==> src/rtl/sstu_pkg.sv <==
package sstu_pkg;

   localparam int TAG_SLOTS             = 4;
   localparam int ELEMENT_WIDTH_DEFAULT = 32;
   localparam int COUNT_W               = $clog2(TAG_SLOTS + 1);
   localparam int SLOT_IDX_W            = (TAG_SLOTS > 1) ? $clog2(TAG_SLOTS) : 1;

   typedef struct packed {
      logic live;
      logic found;
   } lane_flags_type;

   function automatic logic [TAG_SLOTS-1:0] prefix_mask(input logic [TAG_SLOTS-1:0] nonzero);
      logic [TAG_SLOTS-1:0] mask;
      logic                 run;
      mask = '0;
      run  = 1'b1;
      for (int i = 0; i < TAG_SLOTS; i++) begin
         run     = run & nonzero[i];
         mask[i] = run;
      end
      return mask;
   endfunction

   function automatic logic [COUNT_W-1:0] count_ones(input logic [TAG_SLOTS-1:0] mask);
      logic [COUNT_W-1:0] n;
      n = '0;
      for (int i = 0; i < TAG_SLOTS; i++) begin
         n = n + COUNT_W'(mask[i]);
      end
      return n;
   endfunction

endpackage

==> src/rtl/sstu_lane.sv <==
module sstu_lane #(
   parameter int ELEMENT_WIDTH = sstu_pkg::ELEMENT_WIDTH_DEFAULT,
   parameter int LANE_INDEX    = 0
) (
   input  logic [ELEMENT_WIDTH-1:0]     left_slots  [sstu_pkg::TAG_SLOTS],
   input  logic [ELEMENT_WIDTH-1:0]     right_slots [sstu_pkg::TAG_SLOTS],
   input  logic [sstu_pkg::TAG_SLOTS-1:0] left_live,
   output sstu_pkg::lane_flags_type     flags
);

   // A right element is already present if it matches a live left element or an
   // earlier right element, since that earlier element was either added or found.
   always_comb begin
      logic live;
      logic found;
      live  = 1'b1;
      found = 1'b0;
      for (int k = 0; k <= LANE_INDEX; k++) begin
         live = live & (right_slots[k] != '0);
      end
      for (int i = 0; i < sstu_pkg::TAG_SLOTS; i++) begin
         if (left_live[i] && (left_slots[i] == right_slots[LANE_INDEX])) begin
            found = 1'b1;
         end
      end
      for (int k = 0; k < LANE_INDEX; k++) begin
         if (right_slots[k] == right_slots[LANE_INDEX]) begin
            found = 1'b1;
         end
      end
      flags.live  = live;
      flags.found = found;
   end

endmodule

==> src/rtl/sstu_merge.sv <==
module sstu_merge #(
   parameter int ELEMENT_WIDTH = sstu_pkg::ELEMENT_WIDTH_DEFAULT
) (
   input  logic [ELEMENT_WIDTH-1:0]       left_slots   [sstu_pkg::TAG_SLOTS],
   input  logic [ELEMENT_WIDTH-1:0]       right_slots  [sstu_pkg::TAG_SLOTS],
   input  logic [sstu_pkg::COUNT_W-1:0]   left_count,
   input  sstu_pkg::lane_flags_type       flags        [sstu_pkg::TAG_SLOTS],
   input  logic                           any_full,
   output logic [ELEMENT_WIDTH-1:0]       merged_slots [sstu_pkg::TAG_SLOTS],
   output logic                           saturated
);

   always_comb begin
      logic                         overflow;
      logic [sstu_pkg::COUNT_W-1:0] cnt;
      overflow = 1'b0;
      cnt      = left_count;
      for (int i = 0; i < sstu_pkg::TAG_SLOTS; i++) begin
         merged_slots[i] = '0;
      end
      if (left_count == '0) begin
         // An empty left set passes the right set through unchanged.
         for (int i = 0; i < sstu_pkg::TAG_SLOTS; i++) begin
            merged_slots[i] = flags[i].live ? right_slots[i] : '0;
         end
      end else begin
         for (int i = 0; i < sstu_pkg::TAG_SLOTS; i++) begin
            if (sstu_pkg::COUNT_W'(i) < left_count) begin
               merged_slots[i] = left_slots[i];
            end
         end
         for (int j = 0; j < sstu_pkg::TAG_SLOTS; j++) begin
            if (flags[j].live && !flags[j].found) begin
               if (cnt >= sstu_pkg::COUNT_W'(sstu_pkg::TAG_SLOTS)) begin
                  overflow = 1'b1;
               end else begin
                  merged_slots[cnt[sstu_pkg::SLOT_IDX_W-1:0]] = right_slots[j];
                  cnt = cnt + sstu_pkg::COUNT_W'(1);
               end
            end
         end
      end
      saturated = any_full | overflow;
      if (saturated) begin
         for (int i = 0; i < sstu_pkg::TAG_SLOTS; i++) begin
            merged_slots[i] = '0;
         end
         merged_slots[0] = '1;
      end
   end

endmodule

==> src/rtl/small_tag_set_union_core.sv <==
// An input transfer is registered in the lane stage, then in the merge stage, before its result is offered on rsp_.
// Throughput: one item per cycle while rsp_ is not stalled; one compare lane per right slot, then a merge stage.
// While a result is stalled on rsp_, one more item can still enter an empty lane stage;
// once both stages hold an item, req_stall follows rsp_stall.
// Reset clears both pipeline valid bits; payload registers are not reset.
module small_tag_set_union_core #(
   parameter int ELEMENT_WIDTH = sstu_pkg::ELEMENT_WIDTH_DEFAULT
) (
   input  logic                     clock,
   input  logic                     reset,
   input  logic                     req_valid,
   output logic                     req_stall,
   input  logic [ELEMENT_WIDTH-1:0] req_left_slot_0,
   input  logic [ELEMENT_WIDTH-1:0] req_left_slot_1,
   input  logic [ELEMENT_WIDTH-1:0] req_left_slot_2,
   input  logic [ELEMENT_WIDTH-1:0] req_left_slot_3,
   input  logic [ELEMENT_WIDTH-1:0] req_right_slot_0,
   input  logic [ELEMENT_WIDTH-1:0] req_right_slot_1,
   input  logic [ELEMENT_WIDTH-1:0] req_right_slot_2,
   input  logic [ELEMENT_WIDTH-1:0] req_right_slot_3,
   output logic                     rsp_valid,
   input  logic                     rsp_stall,
   output logic [ELEMENT_WIDTH-1:0] rsp_merged_slot_0,
   output logic [ELEMENT_WIDTH-1:0] rsp_merged_slot_1,
   output logic [ELEMENT_WIDTH-1:0] rsp_merged_slot_2,
   output logic [ELEMENT_WIDTH-1:0] rsp_merged_slot_3,
   output logic                     rsp_saturated
);

   localparam int SLOTS = sstu_pkg::TAG_SLOTS;

   logic [ELEMENT_WIDTH-1:0]     left_in   [SLOTS];
   logic [ELEMENT_WIDTH-1:0]     right_in  [SLOTS];
   logic [SLOTS-1:0]             left_nonzero;
   logic [SLOTS-1:0]             left_live;
   sstu_pkg::lane_flags_type     flags_in  [SLOTS];
   logic [sstu_pkg::COUNT_W-1:0] count_in;
   logic                         full_in;

   logic [ELEMENT_WIDTH-1:0]     s1_left_ff  [SLOTS];
   logic [ELEMENT_WIDTH-1:0]     s1_right_ff [SLOTS];
   sstu_pkg::lane_flags_type     s1_flags_ff [SLOTS];
   logic [sstu_pkg::COUNT_W-1:0] s1_count_ff;
   logic                         s1_full_ff;
   logic                         s1_valid_ff;

   logic [ELEMENT_WIDTH-1:0]     merged_in   [SLOTS];
   logic                         sat_in;
   logic [ELEMENT_WIDTH-1:0]     s2_slots_ff [SLOTS];
   logic                         s2_sat_ff;
   logic                         s2_valid_ff;

   logic                         s1_en;
   logic                         s2_en;

   assign left_in[0]  = req_left_slot_0;
   assign left_in[1]  = req_left_slot_1;
   assign left_in[2]  = req_left_slot_2;
   assign left_in[3]  = req_left_slot_3;
   assign right_in[0] = req_right_slot_0;
   assign right_in[1] = req_right_slot_1;
   assign right_in[2] = req_right_slot_2;
   assign right_in[3] = req_right_slot_3;

   always_comb begin
      for (int i = 0; i < SLOTS; i++) begin
         left_nonzero[i] = (left_in[i] != '0);
      end
   end

   assign left_live = sstu_pkg::prefix_mask(left_nonzero);
   assign count_in  = sstu_pkg::count_ones(left_live);
   assign full_in   = (left_in[0] == '1) || (right_in[0] == '1);

   for (genvar g = 0; g < SLOTS; g++) begin : g_lane
      sstu_lane #(
         .ELEMENT_WIDTH (ELEMENT_WIDTH),
         .LANE_INDEX    (g)
      ) u_lane (
         .left_slots  (left_in),
         .right_slots (right_in),
         .left_live   (left_live),
         .flags       (flags_in[g])
      );
   end

   assign s2_en     = !s2_valid_ff || !rsp_stall;
   assign s1_en     = !s1_valid_ff || s2_en;
   assign req_stall = !s1_en;

   always_ff @(posedge clock) begin
      if (reset) begin
         s1_valid_ff <= 1'b0;
         s2_valid_ff <= 1'b0;
      end else begin
         if (s1_en) begin
            s1_valid_ff <= req_valid;
         end
         if (s2_en) begin
            s2_valid_ff <= s1_valid_ff;
         end
      end
   end

   always_ff @(posedge clock) begin
      if (s1_en) begin
         s1_left_ff  <= left_in;
         s1_right_ff <= right_in;
         s1_flags_ff <= flags_in;
         s1_count_ff <= count_in;
         s1_full_ff  <= full_in;
      end
      if (s2_en) begin
         s2_slots_ff <= merged_in;
         s2_sat_ff   <= sat_in;
      end
   end

   sstu_merge #(
      .ELEMENT_WIDTH (ELEMENT_WIDTH)
   ) u_merge (
      .left_slots   (s1_left_ff),
      .right_slots  (s1_right_ff),
      .left_count   (s1_count_ff),
      .flags        (s1_flags_ff),
      .any_full     (s1_full_ff),
      .merged_slots (merged_in),
      .saturated    (sat_in)
   );

   assign rsp_valid         = s2_valid_ff;
   assign rsp_merged_slot_0 = s2_slots_ff[0];
   assign rsp_merged_slot_1 = s2_slots_ff[1];
   assign rsp_merged_slot_2 = s2_slots_ff[2];
   assign rsp_merged_slot_3 = s2_slots_ff[3];
   assign rsp_saturated     = s2_sat_ff;

endmodule

==> config.mk <==
export PLATFORM = sky130hd
export DESIGN_NAME = small_tag_set_union_core
export DESIGN_NICKNAME = d
export VERILOG_FILES = /design/src/rtl/sstu_pkg.sv /design/src/rtl/sstu_lane.sv /design/src/rtl/sstu_merge.sv /design/src/rtl/small_tag_set_union_core.sv
export SDC_FILE = /design/constraint.sdc
export NUM_CORES = 1
export LEC_CHECK = 0
export BUFFER_PORTS_ARGS = -buffer_cell sky130_fd_sc_hd__buf_4
export CORE_MARGIN = 2
export CORE_UTILIZATION = 35
export CTS_BUF_LIST = sky130_fd_sc_hd__clkbuf_4 sky130_fd_sc_hd__clkbuf_8
export DETAILED_ROUTE_END_ITERATION = 6
export GPL_ROUTABILITY_DRIVEN = 1
export GPL_TIMING_DRIVEN = 0
export RECOVER_POWER = 50
export SYNTH_ARGS = -nofsm -noshare
export SYNTH_HDL_FRONTEND = slang
export SYNTH_SLANG_ARGS = --single-unit
==> constraint.sdc <==
create_clock -name clock -period 12.9 [get_ports clock]
set_input_delay 0.645 -clock clock [delete_from_list [all_inputs] [get_ports clock]]
set_output_delay 0.645 -clock clock [all_outputs]
set_load 0.005 [all_outputs]
# [After elaboration in Yosys (flattened, before gate mapping)]
# Index checks and enable logic that the tools add are counted.
[totals] wordCells=188 inputBits=260 out_inout_bits=131 regBits=399
[op_classes] bitwise_logic=11 magnitude_cmp=16 n_addsub=6 n_mux=58 n_eq_ne=24 n_reduce_logical=48
[ops] op="128-bit 2-to-1 mux" n=12
[ops] op="32-bit equality test" n=22
[ops] op="128-bit bitwise mux" n=4
[ops] op="32-bit 2-to-1 mux" n=16
[ops] op="32-bit demux with 2-bit select" n=4
[ops] op="32-bit nonzero test" n=8
[ops] op="32-bit equality test (second input constant)" n=2
[ops] op="3-bit 2-to-1 mux" n=9
[ops] op="3-bit >= comparator (second input constant)" n=8
[ops] op="1-bit logical AND" n=24
[ops] op="1-bit 2-to-1 mux" n=13
[ops] op="3-bit by 1-bit less-than comparator with 1-bit output (second input constant)" n=4
[ops] op="2-bit NOT with 3-bit output" n=4
[ops] op="3-bit by 1-bit adder with 3-bit output (second input constant)" n=3
[ops] op="1-bit zero test" n=8
[ops] op="1-bit bitwise AND" n=6
[ops] op="1-bit by 3-bit less-than comparator with 1-bit output (first input constant)" n=2
[ops] op="2-bit by 3-bit less-than comparator with 1-bit output (first input constant)" n=2
[ops] op="6-bit OR reduction" n=1
[ops] op="5-bit OR reduction" n=1
[ops] op="4-bit OR reduction" n=1
[ops] op="2-bit by 1-bit adder with 3-bit output" n=1
[ops] op="3-bit by 1-bit adder with 3-bit output" n=1
[ops] op="3-bit zero test" n=1
[ops] op="other kinds (4)" n=6

# [Depth between registers and ports, before layout]
[depth] depth_word=21 mapped_depth=15

# [By module]
# Synthesis repeated with hierarchy kept, for this count alone.
[hier_totals] cells_unflattened=2792 hier_area_um2=28467.3
[modules_own_cells] module="small_tag_set_union_core" area_per_inst_um2=12446.9 cells_each=478 n_inst=1
[modules_own_cells] module="sstu_merge" area_per_inst_um2=6545.0 cells_each=1121 n_inst=1
[modules_own_cells] module="sstu_lane at g_lane[3].u_lane" area_per_inst_um2=3059.2 cells_each=378 n_inst=1
[modules_own_cells] module="sstu_lane at g_lane[2].u_lane" area_per_inst_um2=2557.5 cells_each=324 n_inst=1
[modules_own_cells] module="sstu_lane at g_lane[1].u_lane" area_per_inst_um2=2122.0 cells_each=271 n_inst=1
[modules_own_cells] module="sstu_lane at g_lane[0].u_lane" area_per_inst_um2=1736.7 cells_each=220 n_inst=1

# [Worst setup path before layout]
# Ideal clock, no wire load.
[synth_timing] path_type="input -> register" startpoint="in rsp_stall" endpoint="reg s1_count_ff[0] (netlist name), enable pin" path_slack_ns=3.572 path_buffers=0 path_stages=1 arrival_time_ns=6.597 setup_time_ns=2.731 cell_sequence="nand3_1"
[synth_between] elab_chain_cells=3
[synth_lines] item="start: declaration" line="small_tag_set_union_core.sv:22" text="input logic rsp_stall,"
[synth_lines] item="1-bit zero test" line="small_tag_set_union_core.sv:87" text="assign s2_en = !s2_valid_ff || !rsp_stall;"
[synth_lines] item="1-bit logical OR" line="small_tag_set_union_core.sv:87"
[synth_lines] item="1-bit logical OR" line="small_tag_set_union_core.sv:88" text="assign s1_en = !s1_valid_ff || s2_en;"
[synth_lines] item="end signal: assignment" line="small_tag_set_union_core.sv:110" text="s1_count_ff <= count_in;"
[synth_lines] item="end: declaration" line="small_tag_set_union_core.sv:43" text="logic [sstu_pkg::COUNT_W-1:0] s1_count_ff;"
# Every way passes these cells.
# A chain may end at the register's enable or synchronous reset.

# [Final worst setup path]
[layout_timing] startpoint="reg s2_valid_ff (netlist: rsp_valid)" endpoint="out req_stall"
[layout_between] elab_chain_cells=4
[layout_lines] item="start: declaration" line="small_tag_set_union_core.sv:51" text="logic s2_valid_ff;"
[layout_lines] item="start signal: assignment" line="small_tag_set_union_core.sv:100" text="s2_valid_ff <= s1_valid_ff;"
[layout_lines] item="1-bit zero test" line="small_tag_set_union_core.sv:87"
[layout_lines] item="1-bit logical OR" line="small_tag_set_union_core.sv:87"
[layout_lines] item="1-bit logical OR" line="small_tag_set_union_core.sv:88"
[layout_lines] item="1-bit zero test" line="small_tag_set_union_core.sv:89" text="assign req_stall = !s1_en;"
[layout_lines] item="end: declaration" line="small_tag_set_union_core.sv:12" text="output logic req_stall,"
# Every way passes these cells.

==> impl_metrics.tcl <==
set metrics [dict create \
    hold_violations 0 \
    min_path_type "in -> reg" \
    critPathBufInv 3 \
    ant_nets 0 \
    firstDrtPassIters 7 \
    violations "design-rule violations, max-capacitance violations, max-slew violations" \
    cp_max_fo 56 \
    nFillCells 8101 \
    cpLargestDelayFamily "buffers and inverters" \
    die-area_um2 82100 \
    cts_sinks 399 \
    p_leak_nw 11.9 \
    timing.setup.tns_ns 0 \
    cts_buffers 72 \
    antenna_found_initial 11 \
    final_max_slew_viol_count 240 \
    slowest_stage "clkbuf_1" \
    place_hpwl_um 127000 \
    synth_edf_count 397 \
    cts-resized-gates 0 \
    yosys_warnings 0 \
    dieWidth_um 287 \
    setup_viol 0 \
    cts.path.max_buffers 3 \
    die_h_um 287 \
    timing.fmax_mhz 166 \
    finClkSkew_ns 0.0359 \
    grt_max_degree 69 \
    synth_area_um2 27900 \
    cts_max_level 3 \
    clk_pin_slew_ns 0.06 \
    power_density_nw_per_um2 103 \
    final_layout_size_suffix_gt1_frac 0.0859 \
    slowest_delay_ns 2.52 \
    synth_cell_types 60 \
    tightestPinTransition_ns 3.46 \
    io_buffers 390 \
    rsz0062_at_grt "false" \
    avgSynthCellArea_um2 10.1 \
    ctsHoldBuffers 0 \
    outcome "finished with violations" \
    routed_wl_um 167000 \
    synthesis.nets 3023 \
    grt_pass1_vias 25900 \
    ys_ff_latch 399 \
    core-area_um2 79000 \
    fin_crit_ns 6.04 \
    place.gp.congestion 1.05 \
    initial_utilization 0.354 \
    worstSkewPairLatency_ns 0.70 \
    wl_per_cell_um 38.4 \
    async_reset_ff_frac 0 \
    drc_errors 6 \
    crit_type "reg -> out" \
    relSlewSlack -1.31 \
    irDropWorstVdd_mv 0.0616 \
    netlist_instances 2753 \
    ys.flop_type "edfxtp_1" \
    hold_ws_ns 0.112 \
    end_kind "output port" \
    vias 27200 \
    routed_via_density 6.28 \
    nNetsFinal 3492 \
    period_share 0.468 \
    drt_iter0_markers 4405 \
    grt_use_total 0.395 \
    pin_count 391 \
    cts_tree "built" \
    cp.arrival_ns 5.39 \
    synth_seq_area_share 0.428 \
    cap_violations 9 \
    grt.overflow.total 0 \
    post_cts_buffers 0 \
    syn2layout_area_growth_pct 17.1 \
    rows 103 \
    start_kind "flop" \
    regToRegSetupSlack_ns 7.62 \
    cts-root-buf "clkbuf_8" \
    worstPathCellList "nand3_1 -> clkbuf_1 -> inv_1 -> buf_4" \
    grt_pass1_wl_um 219000 \
    crit_required_ns 12.26 \
]
cells by family (layout without fill, tap and decap cells):
logic type	after synthesis	count (layout)	share of synthesized area
XOR/XNOR	706	706	0.221
AND/OR/NAND/NOR	626	626	0.122
AO/OA/AOI/OAI	498	498	0.131
buffers and inverters	418	938	0.0582
flip-flops	399	399	0.428
multiplexers	96	96	0.0344
adder cells (fa/ha/maj)	10	10	0.00448
other	0	14	0
stage by stage:
stage                util  power, mW  cells  worst slack, ns  instance area [um2]
floorplan               -       1.88   2753             3.57                27900
global placement    0.407       2.22   4193           -0.718                32200
detailed placement  0.409       2.20   4198             7.95                32300
CTS                 0.427       3.38   4323             7.95                33700
global route        0.414       3.44   4327             6.61                32700
finish              0.414       3.38   4337             6.86                32700
cells in the mapped netlist (all sizes together) (33+ instances only):
library cell	instances	area (um2)
a221o	33	330
nand2	104	390
nor4	196	1230
xnor2	258	2260
xor2	448	3920
edfxtp	397	11900
clkbuf	321	1200
o21ai	106	531
o211ai	33	248
mux2i	96	961
a21oi	42	210
buf	55	264
inv	42	158
nand4	127	795
nor2	85	319
a211oi	34	260
nand3	71	360
a21o	65	488
a22o	33	289
worst reg2reg max path, delay by kind of cell, from the launching register on:
kind	cells	cell delay [ns]
buf+inv	3	3.16
simple gates	1	1.40
flops	1	0.33
placed cells by master (no fill, tap or decap), types with 75 or more instances in the layout:
master	count
clkbuf_1	582
clkbuf_4	95
clkbuf_8	75
edfxtp_1	397
mux2i_1	96
nand2_1	104
nand4_1	127
nor2_1	85
nor4_1	195
o21ai_0	90
xnor2_1	258
xor2_1	448
worst paths after layout:
kind              cells after the start              to         from
setup / recovery                      4       req_stall    rsp_valid
hold / removal                        2       rsp_valid        reset
setup reg to reg                      4  s1_left_ff[64]    rsp_valid
hold reg to reg                       2       rsp_valid  s1_valid_ff
layer usage:
layer	GRT usage	up-vias	share of wire
met1	0.488	13300	0.37
li1	-	11000	-
met4	0.260	4	0.079
met2	0.600	2327	0.43
met5	0	-	0.00022
met3	0.114	566	0.12
state kept, by name, indices dropped and copies added, names as in the netlist, 3 cells and up:
signal and count:
s1_right_ff 128, s1_flags_ff 8, rsp_merged_slot_0 32, rsp_merged_slot_3 32, s1_count_ff 3, rsp_merged_slot_2 32, rsp_merged_slot_1 32, s1_left_ff 128
layout make-up:
class,instances,area (um2),share of cell area
clock buffers,98,1200,0.0368
diodes,14,35.0,0.00107
well taps,1050,1310,0.0402
plain buffers,376,1470,0.0449
multi-input cells,1936,14400,0.439
repair buffers,395,2050,0.0625
inverters,42,158,0.00482
flip-flops and latches,399,12000,0.366
clock inverters,27,171,0.00524
where the power goes:
group	switching [mW]	leakage (nW)	total (mW)	internal, mW
sequential	0.0511	4.24	1.54	1.49
clock	0.568	0.718	1.19	0.626
combinational	0.444	6.93	0.646	0.202
total	1.06	11.9	3.38	2.31
(Power assumes the default switching activity.)
